**config.mk**
```make
export PLATFORM = sky130hd
export DESIGN_NAME = thrust_to_signal_interpolator
export DESIGN_NICKNAME = d
export VERILOG_FILES = /design/src/rtl/tsi_pkg.sv /design/src/rtl/tsi_ram.sv /design/src/rtl/tsi_div.sv /design/src/rtl/thrust_to_signal_interpolator.sv
export SDC_FILE = /design/constraint.sdc
export NUM_CORES = 2
export LEC_CHECK = 0
export BUFFER_PORTS_ARGS = -buffer_cell sky130_fd_sc_hd__buf_2
export CAP_MARGIN = 10
export CORE_MARGIN = 3
export CORE_UTILIZATION = 44
export DETAILED_ROUTE_END_ITERATION = 6
export SLEW_MARGIN = 20
export SYNTH_ARGS = -nofsm -noshare
export SYNTH_HDL_FRONTEND = slang
export SYNTH_SLANG_ARGS = --single-unit
export TNS_END_PERCENT = 50
```
**constraint.sdc**
```tcl
create_clock -name clk -period 17.7 [get_ports clk]
set_input_delay 2.655 -clock clk [delete_from_list [all_inputs] [get_ports clk]]
set_output_delay 2.655 -clock clk [all_outputs]
set_load 0.03 [all_outputs]
```
**src/rtl/tsi_pkg.sv**
```systemverilog
// Shared types and constants for the thrust-to-signal interpolator.
// Item kinds, status codes and fixed-point widths; no dependencies.
package tsi_pkg;

	localparam int FRAC_BITS = 16;
	localparam int SIG_W     = FRAC_BITS + 1;
	localparam int THR_W     = 16;
	localparam int DES_W     = FRAC_BITS + 2;
	localparam int KIND_W    = 2;
	localparam int ST_W      = 4;
	localparam int DVD_W     = 2 * SIG_W;

	localparam logic [SIG_W-1:0] ONE_FX = SIG_W'(1) << FRAC_BITS;

	typedef enum logic [KIND_W-1:0] {
		K_BEGIN  = 2'd0,
		K_ADD    = 2'd1,
		K_FINISH = 2'd2,
		K_QUERY  = 2'd3
	} kind_t;

	typedef enum logic [ST_W-1:0] {
		ST_OK           = 4'd0,
		ST_FULL         = 4'd1,
		ST_BAD_FIRST    = 4'd2,
		ST_NOT_INCR     = 4'd3,
		ST_FEW          = 4'd4,
		ST_LAST_NOT_ONE = 4'd5,
		ST_RANGE        = 4'd6,
		ST_NOT_READY    = 4'd7,
		ST_NONE         = 4'd8
	} status_t;

endpackage

```
**src/rtl/tsi_ram.sv**
```systemverilog
// Generic single-write, single-read RAM with registered read data.
// No dependencies.
module tsi_ram #(
	parameter int WIDTH = 17,
	parameter int DEPTH = 32
) (
	input  logic                     clk,
	input  logic                     we,
	input  logic [$clog2(DEPTH)-1:0] waddr,
	input  logic [WIDTH-1:0]         wdata,
	input  logic [$clog2(DEPTH)-1:0] raddr,
	output logic [WIDTH-1:0]         rdata
);
	logic [WIDTH-1:0] mem_q [DEPTH];

	always_ff @(posedge clk) begin
		if (we) begin
			mem_q[waddr] <= wdata;
		end
		rdata <= mem_q[raddr];
	end
endmodule

```
**src/rtl/tsi_div.sv**
```systemverilog
// Restoring serial divider, one quotient bit per cycle.
// Depends on tsi_pkg for operand widths.
module tsi_div (
	input  logic                       clk,
	input  logic                       arst_n,
	input  logic                       start,
	input  logic [tsi_pkg::DVD_W-1:0]  dividend,
	input  logic [tsi_pkg::SIG_W-1:0]  divisor,
	output logic                       done,
	output logic [tsi_pkg::SIG_W-1:0]  quotient
);
	import tsi_pkg::*;

	localparam int CNT_W = $clog2(DVD_W + 1);

	logic [SIG_W-1:0] rem_q;
	logic [DVD_W-1:0] dvd_q;
	logic [SIG_W-1:0] dsr_q;
	logic [CNT_W-1:0] cnt_q;
	logic             busy_q;
	logic [SIG_W:0]   trial;
	logic             fits;

	assign trial = {rem_q, dvd_q[DVD_W-1]};
	assign fits  = trial >= {1'b0, dsr_q};

	always_ff @(posedge clk or negedge arst_n) begin
		if (!arst_n) begin
			busy_q <= 1'b0;
			done   <= 1'b0;
			cnt_q  <= '0;
		end else begin
			done <= !start && busy_q && cnt_q == CNT_W'(1);
			if (start) begin
				busy_q   <= 1'b1;
				cnt_q    <= CNT_W'(DVD_W);
				rem_q    <= '0;
				dvd_q    <= dividend;
				dsr_q    <= divisor;
				quotient <= '0;
			end else if (busy_q) begin
				rem_q    <= fits ? SIG_W'(trial - {1'b0, dsr_q}) : trial[SIG_W-1:0];
				dvd_q    <= dvd_q << 1;
				quotient <= {quotient[SIG_W-2:0], fits};
				cnt_q    <= cnt_q - CNT_W'(1);
				if (cnt_q == CNT_W'(1)) begin
					busy_q <= 1'b0;
				end
			end
		end
	end

	a_no_restart: assert property (@(posedge clk) disable iff (!arst_n)
		start |-> !busy_q) else $error("divider restarted while busy");
	a_done_end: assert property (@(posedge clk) disable iff (!arst_n)
		done |-> !busy_q && cnt_q == '0) else $error("done without finished count");
endmodule

```
**src/rtl/thrust_to_signal_interpolator.sv**
```systemverilog
// Thrust-to-signal interpolator: top level with sequencer, point stores and output register.
// Depends on tsi_pkg, tsi_ram and tsi_div.
//
// One item is taken at a time and gives one result item; the input stays
// stalled until the result sits in the output register. Begin, rejected and
// trivial items go straight to the output register; add reads the previous point
// and checks against it. A query scans the table one entry at a time, then reads
// the lower point, multiplies and runs the serial divide (34 quotient steps and a hand-over).
// Finish checks the last point, then normalizes every point, one at a time,
// through the same serial divider. The single divider and the one read port
// of each point store keep this work serial; a held result stalls the input
// further. No clearing pass.
module thrust_to_signal_interpolator #(
	parameter int MAX_POINTS = 32
) (
	input  logic                        clk,
	input  logic                        arst_n,
	input  logic                        in_valid,
	output logic                        in_stall,
	input  logic [tsi_pkg::KIND_W-1:0]  kind,
	input  logic [tsi_pkg::SIG_W-1:0]   point_signal,
	input  logic [tsi_pkg::THR_W-1:0]   point_thrust,
	input  logic signed [tsi_pkg::DES_W-1:0] desired_thrust,
	output logic                        out_valid,
	input  logic                        out_stall,
	output logic [tsi_pkg::ST_W-1:0]    status,
	output logic [tsi_pkg::SIG_W-1:0]   motor_signal
);
	import tsi_pkg::*;

	localparam int AW = $clog2(MAX_POINTS);
	localparam int CW = $clog2(MAX_POINTS + 1);

	typedef enum logic [3:0] {
		S_IDLE, S_ADD_W, S_ADD_C, S_FIN_W, S_FIN_C, S_NRM_W, S_NRM_ST, S_NRM_DV,
		S_QRY_W, S_QRY_C, S_QLO_W, S_QLO_C, S_QMUL, S_QDS, S_QDV, S_DONE
	} state_t;

	state_t           state_q;
	logic [CW-1:0]    cnt_q;
	logic [CW-1:0]    idx_q;
	logic             ready_q;
	status_t          err_q;
	logic [SIG_W-1:0] sig_q;
	logic [THR_W-1:0] thr_q;
	logic [SIG_W-1:0] d_q;
	logic [SIG_W-1:0] top_q;
	logic [SIG_W-1:0] t1_q, s1_q, s0_q;
	logic [SIG_W-1:0] a_q, b_q, den_q;
	logic [DVD_W-1:0] prod_q;
	status_t          res_st_q;
	logic [SIG_W-1:0] res_sig_q;

	logic             s_we, t_we;
	logic [AW-1:0]    waddr;
	logic [SIG_W-1:0] t_wdata;
	logic [SIG_W-1:0] s_rd, t_rd;
	status_t          add_st;
	logic             div_start, div_done;
	logic [DVD_W-1:0] div_dvd;
	logic [SIG_W-1:0] div_dsr, div_quo;
	logic [CW-1:0]    idx_nx;

	assign in_stall = state_q != S_IDLE;
	assign idx_nx   = idx_q + CW'(1);

	always_comb begin
		if (cnt_q == '0) begin
			add_st = (sig_q != '0 || thr_q != '0) ? ST_BAD_FIRST : ST_OK;
		end else begin
			add_st = (sig_q <= s_rd || {1'b0, thr_q} <= t_rd) ? ST_NOT_INCR : ST_OK;
		end
	end

	assign s_we    = state_q == S_ADD_C && add_st == ST_OK;
	assign t_we    = s_we || (state_q == S_NRM_DV && div_done);
	assign waddr   = (state_q == S_NRM_DV) ? idx_q[AW-1:0] : cnt_q[AW-1:0];
	assign t_wdata = (state_q == S_NRM_DV) ? div_quo : {1'b0, thr_q};

	assign div_start = state_q == S_NRM_ST || state_q == S_QDS;
	assign div_dvd   = (state_q == S_NRM_ST) ? {1'b0, t_rd, {FRAC_BITS{1'b0}}} : prod_q;
	assign div_dsr   = (state_q == S_NRM_ST) ? top_q : den_q;

	tsi_ram #(.WIDTH(SIG_W), .DEPTH(MAX_POINTS)) u_sig_ram (
		.clk(clk), .we(s_we), .waddr(waddr), .wdata(sig_q),
		.raddr(idx_q[AW-1:0]), .rdata(s_rd)
	);

	tsi_ram #(.WIDTH(SIG_W), .DEPTH(MAX_POINTS)) u_thr_ram (
		.clk(clk), .we(t_we), .waddr(waddr), .wdata(t_wdata),
		.raddr(idx_q[AW-1:0]), .rdata(t_rd)
	);

	tsi_div u_div (
		.clk(clk), .arst_n(arst_n), .start(div_start), .dividend(div_dvd),
		.divisor(div_dsr), .done(div_done), .quotient(div_quo)
	);

	always_ff @(posedge clk or negedge arst_n) begin
		if (!arst_n) begin
			state_q   <= S_IDLE;
			cnt_q     <= '0;
			idx_q     <= '0;
			ready_q   <= 1'b0;
			err_q     <= ST_OK;
			out_valid <= 1'b0;
		end else begin
			if (out_valid && !out_stall && state_q != S_DONE) begin
				out_valid <= 1'b0;
			end
			case (state_q)
				S_IDLE: begin
					if (in_valid) begin
						sig_q <= point_signal;
						thr_q <= point_thrust;
						d_q   <= desired_thrust[SIG_W-1:0];
						case (kind_t'(kind))
							K_BEGIN: begin
								cnt_q     <= '0;
								ready_q   <= 1'b0;
								err_q     <= ST_OK;
								res_sig_q <= '0;
								res_st_q  <= ST_OK;
								state_q   <= S_DONE;
							end
							K_ADD, K_FINISH: begin
								res_sig_q <= '0;
								if (err_q != ST_OK) begin
									res_st_q <= err_q;
									state_q  <= S_DONE;
								end else if (ready_q) begin
									res_st_q <= ST_NOT_READY;
									state_q  <= S_DONE;
								end else if (kind_t'(kind) == K_ADD) begin
									if (cnt_q >= CW'(MAX_POINTS)) begin
										res_st_q <= ST_FULL;
										err_q    <= ST_FULL;
										state_q  <= S_DONE;
									end else begin
										res_st_q <= ST_OK;
										idx_q    <= cnt_q - CW'(1);
										state_q  <= S_ADD_W;
									end
								end else if (cnt_q < CW'(2)) begin
									res_st_q <= ST_FEW;
									err_q    <= ST_FEW;
									state_q  <= S_DONE;
								end else begin
									res_st_q <= ST_OK;
									idx_q    <= cnt_q - CW'(1);
									state_q  <= S_FIN_W;
								end
							end
							default: begin
								if (!ready_q) begin
									res_st_q  <= ST_NOT_READY;
									res_sig_q <= '0;
									state_q   <= S_DONE;
								end else if (desired_thrust[DES_W-1]
										|| desired_thrust[SIG_W-1:0] > ONE_FX) begin
									res_st_q  <= ST_RANGE;
									res_sig_q <= '0;
									state_q   <= S_DONE;
								end else if (desired_thrust[SIG_W-1:0] == '0
										|| desired_thrust[SIG_W-1:0] == ONE_FX) begin
									res_st_q  <= ST_OK;
									res_sig_q <= desired_thrust[SIG_W-1:0];
									state_q   <= S_DONE;
								end else begin
									res_st_q  <= ST_OK;
									res_sig_q <= '0;
									idx_q     <= CW'(1);
									state_q   <= S_QRY_W;
								end
							end
						endcase
					end
				end
				S_ADD_W: state_q <= S_ADD_C;
				S_ADD_C: begin
					res_st_q <= add_st;
					err_q    <= add_st;
					if (add_st == ST_OK) begin
						cnt_q <= cnt_q + CW'(1);
					end
					state_q <= S_DONE;
				end
				S_FIN_W: state_q <= S_FIN_C;
				S_FIN_C: begin
					if (s_rd != ONE_FX) begin
						res_st_q <= ST_LAST_NOT_ONE;
						err_q    <= ST_LAST_NOT_ONE;
						state_q  <= S_DONE;
					end else if (t_rd == '0) begin
						res_st_q <= ST_NOT_INCR;
						err_q    <= ST_NOT_INCR;
						state_q  <= S_DONE;
					end else begin
						top_q   <= t_rd;
						idx_q   <= '0;
						state_q <= S_NRM_W;
					end
				end
				S_NRM_W:  state_q <= S_NRM_ST;
				S_NRM_ST: state_q <= S_NRM_DV;
				S_NRM_DV: begin
					if (div_done) begin
						if (idx_nx == cnt_q) begin
							ready_q <= 1'b1;
							state_q <= S_DONE;
						end else begin
							idx_q   <= idx_nx;
							state_q <= S_NRM_W;
						end
					end
				end
				S_QRY_W: state_q <= S_QRY_C;
				S_QRY_C: begin
					if (d_q <= t_rd) begin
						t1_q    <= t_rd;
						s1_q    <= s_rd;
						idx_q   <= idx_q - CW'(1);
						state_q <= S_QLO_W;
					end else if (idx_nx >= cnt_q) begin
						res_st_q <= ST_NONE;
						state_q  <= S_DONE;
					end else begin
						idx_q   <= idx_nx;
						state_q <= S_QRY_W;
					end
				end
				S_QLO_W: state_q <= S_QLO_C;
				S_QLO_C: begin
					if (t1_q <= t_rd || d_q < t_rd || s1_q < s_rd) begin
						res_sig_q <= s1_q;
						state_q   <= S_DONE;
					end else begin
						a_q     <= d_q - t_rd;
						b_q     <= s1_q - s_rd;
						den_q   <= t1_q - t_rd;
						s0_q    <= s_rd;
						state_q <= S_QMUL;
					end
				end
				S_QMUL: begin
					prod_q  <= a_q * b_q;
					state_q <= S_QDS;
				end
				S_QDS: state_q <= S_QDV;
				S_QDV: begin
					if (div_done) begin
						res_sig_q <= s0_q + div_quo;
						state_q   <= S_DONE;
					end
				end
				S_DONE: begin
					if (!out_valid || !out_stall) begin
						out_valid    <= 1'b1;
						status       <= res_st_q;
						motor_signal <= (res_st_q == ST_OK) ? res_sig_q : '0;
						state_q      <= S_IDLE;
					end
				end
				default: state_q <= S_IDLE;
			endcase
		end
	end

	a_err_zero: assert property (@(posedge clk) disable iff (!arst_n)
		out_valid && status != ST_OK |-> motor_signal == '0)
		else $error("error result carries a signal");
	a_ready_cnt: assert property (@(posedge clk) disable iff (!arst_n)
		ready_q |-> cnt_q >= CW'(2)) else $error("ready table with too few points");
	a_cnt_max: assert property (@(posedge clk) disable iff (!arst_n)
		cnt_q <= CW'(MAX_POINTS)) else $error("point count past capacity");
	a_ready_err: assert property (@(posedge clk) disable iff (!arst_n)
		ready_q |-> err_q == ST_OK) else $error("ready table with load error");
endmodule

```
==> flow_metrics.env <==
export IMPL_ys_seq_area_share_pct=62.1
export IMPL_clock_sinks=1481
export IMPL_initial_core_util_pct=44.5
export IMPL_grt_pass1_vias=40000
export IMPL_syn_area_mm2=0.0708
export IMPL_vias=39600
export IMPL_crit_arrival_ns=7.25
export IMPL_start_kind="flop"
export IMPL_clockBufferDepth=3
export IMPL_port_buffers=79
export IMPL_netlist_cell_type_count=90
export IMPL_syn2layout_area_growth_pct=12.2
export IMPL_gr_total_overflow=0
export IMPL_fp_dieH_um=407
export IMPL_fmax_ghz=0.149
export IMPL_synthCells=4635
export IMPL_finalSetupTns_ns=0
export IMPL_postSynth_asyncResetShare_pct=1.96
export IMPL_hold_buffers=0
export IMPL_cts_tree="yes"
export IMPL_synth_ff_type="edfxtp_1"
export IMPL_routed_wl_mm=175
export IMPL_skew_ns=0.0340
export IMPL_cts_root_buf="clkbuf_16"
export IMPL_slew_headroom_pct=23.7
export IMPL_cap_violations=0
export IMPL_ys_ff_latch=1481
export IMPL_place_ws_ns=11.01
export IMPL_drive_gt1_share_pct=16.4
export IMPL_gp_congestion=0.874
export IMPL_ctsResizeCount=0
export IMPL_drt_wirelength_per_cell_um=24.8
export IMPL_setup_viol=0
export IMPL_insertion_delay_ns=0.79
export IMPL_nets=5312
export IMPL_hold_class="flop to flop"
export IMPL_hold_violations=0
export IMPL_dp_hpwl_mm=116
export IMPL_path_cells="nand2_1 > fa_1 > inv_1 > fa_1 > inv_1 > fa_1 > inv_1 > fa_1 > fa_1 > inv_1 > fa_1 > inv_1 > ha_1 > a21o_2 > or2b_2 > o221a_4 > a221oi_4 > o211ai_2 > a31o_1 > a21oi_2 > xnor2_1"
export IMPL_tightest_slew_ns=1.15
export IMPL_grt_pass1_wl_mm=263
export IMPL_final_antenna_net_count=0
export IMPL_die_area_mm2=0.166
export IMPL_period_share_pct=37.9
export IMPL_core_rowCount=146
export IMPL_maxSlewViolCount=0
export IMPL_worst_path_most_repeated_cell="fa_1"
export IMPL_endpoint_kind="flop"
export IMPL_crit_family="adder cells"
export IMPL_drt_iter0_drc=3602
export IMPL_core_area_mm2=0.159
export IMPL_required_ns=18.24
export IMPL_cts_htree_levels=4
export IMPL_ios=80
export IMPL_status="completed"
export IMPL_antenna_found_initial=8
export IMPL_multi_input_area_mm2=0.0249
export IMPL_p_leak_nw=29.0
export IMPL_crit_buf_inv=5
export IMPL_numCtsBuffers=159
export IMPL_p_per_area_mw_per_mm2=90.8
export IMPL_worstPathMaxFanout=17
export IMPL_slowest_delay_ns=0.81
export IMPL_vias_per_cell=5.60
export IMPL_synth_edff_count=1418
export IMPL_cpMaxStageDelayCell="edfxtp_1"
export IMPL_route_detailed_drc=0
export IMPL_power_mw=7.22
export IMPL_min_period_ns=6.71
export IMPL_syn_avg_cell_area_um2=15.3
export IMPL_regArea_mm2=0.0440
export IMPL_synth_nets=5164
export IMPL_layout_setup_ws_ns=10.99
export IMPL_synth_warnings=0
export IMPL_grtUsageTotal_pct=21.2
export IMPL_path_clk_slew_ns=0.06
export IMPL_grt_max_degree=144
export IMPL_vdd_ir_drop_max_v=0.0000843
export IMPL_fill_cells=13400
export IMPL_rsz0062_at_grt="false"
export IMPL_cts_setup_buffers=0
export IMPL_die_x_um=407
export IMPL_critPathKind="flop to flop"
export IMPL_ff2ff_setup_slack_ns=10.99
export IMPL_firstDrtPassIters=6
## worst reg2reg max path: cells and delay by family, from the launching register on
kind	cells	cell delay, ns
buf+inv	5	0.28
fa+ha+maj	7	3.33
compound gates	6	1.48
simple gates	2	0.49
xor+xnor	1	0.07
flops	1	0.81
## area by class of cell
| class | instances | area share [%] |
|---|---|---|
| timing repair buffer | 171 | 1.41 |
| multi-input combinational | 2579 | 31.4 |
| sequential | 1481 | 55.4 |
| tap | 2146 | 3.38 |
| inverter | 391 | 1.85 |
| clock buffer | 201 | 5.30 |
| clock inverter | 87 | 1.33 |
| antenna | 4 | 0.0126 |
## state kept, by name, summed over array words and instances (netlist names), 34 cells and up
signal	cells
u_sig_ram.mem_q	544
u_thr_ram.mem_q	544
prod_q	34
u_div.dvd_q	34
## worst paths after layout
check | from | to | cells after the start
worst max-delay path | a_q[7] | prod_q[33] | 21
worst min-delay path | res_st_q[0] | status[0] | 0
worst max register to register | a_q[7] | prod_q[33] | 21
worst min register to register | res_st_q[0] | status[0] | 0
max in group asynchronous | arst_n | idx_q[1] | 2
min in group asynchronous | arst_n | err_q[0] | 1
## metal layers
layer / track usage, % / vias up / wire length [um]
met2: 32.6 / 1269 / 80500
met1: 30.5 / 20400 / 77800
met4: 6.68 / 6 / 5240
met3: 4.22 / 261 / 11600
li1: - / 17600 / -
met5: 0 / - / 46
## power by group
group	switching [mW]	leakage (nW)	internal (mW)	total [mW]
sequential	0.00643	13.4	3.81	3.82
combinational	0.0516	13.1	0.0242	0.0758
clock	1.38	2.54	1.95	3.33
## stage by stage
| step | area [um2] | instances | util, % | hold WS (ns) |
|---|---|---|---|---|
| global placement | 74100 | 6766 | 46.6 | 0.463 |
| CTS | 79400 | 7054 | 49.9 | 0.462 |
| global route | 79500 | 7056 | 49.9 | 0.485 |
| finish | 79500 | 7060 | 49.9 | 0.469 |
| detailed placement | 74100 | 6766 | 46.6 | 0.456 |
| floorplan | 70800 | 4635 | - | 0.427 |
## cell families (layout without fill, tap and decap cells)
group | count (synthesis) | count (layout) | synth area share, %
AO/OA/AOI/OAI | 619 | 619 | 5.72
buffers and inverters | 575 | 850 | 3.13
adder cells (fa/ha/maj) | 472 | 472 | 10.8
multiplexers | 441 | 441 | 10.7
other | 0 | 4 | 0
AND/OR/NAND/NOR | 936 | 936 | 6.24
flip-flops | 1481 | 1481 | 62.1
XOR/XNOR | 111 | 111 | 1.37
## synthesized netlist by cell type, types with 5 or more instances
library cell | count | area share, %
o221ai_1 | 36 | 0.45
nand2_1 | 367 | 1.9
nand3_1 | 39 | 0.28
and3_1 | 14 | 0.12
a21oi_1 | 175 | 1.2
nor2b_1 | 19 | 0.17
a211oi_1 | 16 | 0.17
xnor2_1 | 84 | 1.0
a31oi_1 | 10 | 0.088
edfxtp_1 | 1418 | 60
a21o_1 | 51 | 0.54
a21boi_0 | 6 | 0.064
nand4_1 | 19 | 0.17
or3_1 | 12 | 0.11
o21a_1 | 25 | 0.27
fa_1 | 229 | 6.5
buf_2 | 26 | 0.18
dfrtp_1 | 29 | 1.0
o31a_1 | 5 | 0.062
nor2_1 | 195 | 1.0
mux2_2 | 54 | 0.86
nor4_1 | 20 | 0.18
o21bai_1 | 8 | 0.085
clkbuf_1 | 130 | 0.69
dfxtp_1 | 34 | 0.96
mux2i_1 | 142 | 2.0
o21ai_0 | 125 | 0.88
a22o_1 | 19 | 0.23
o31ai_1 | 41 | 0.43
nor3_1 | 36 | 0.25
nand2b_1 | 17 | 0.15
ha_1 | 243 | 4.3
o22ai_1 | 36 | 0.32
inv_1 | 391 | 2.1
buf_1 | 22 | 0.12
and2_1 | 165 | 1.5
and4_1 | 7 | 0.087
mux4_2 | 245 | 7.8
xor2_1 | 27 | 0.33
buf_4 | 5 | 0.053
o211ai_1 | 7 | 0.074
## cell usage in the layout, fill, tap and decap left out, drive strengths merged, types with 9 or more instances in the layout
cell,n
a211oi,16
a21o,52
a21oi,176
a22o,19
a31oi,10
and2,165
and3,16
buf,171
bufinv,17
clkbuf,201
clkinv,57
dfrtp,29
dfxtp,34
edfxtp,1418
fa,229
ha,243
inv,400
mux2,54
mux2i,142
mux4,245
nand2,367
nand2b,17
nand3,39
nand4,19
nor2,195
nor2b,19
nor3,36
nor4,21
o211ai,9
o21a,25
o21ai,128
o221ai,36
o22ai,36
o31ai,42
or3,12
xnor2,84
xor2,27
No activity file was read; power rests on OpenSTA's default activity.
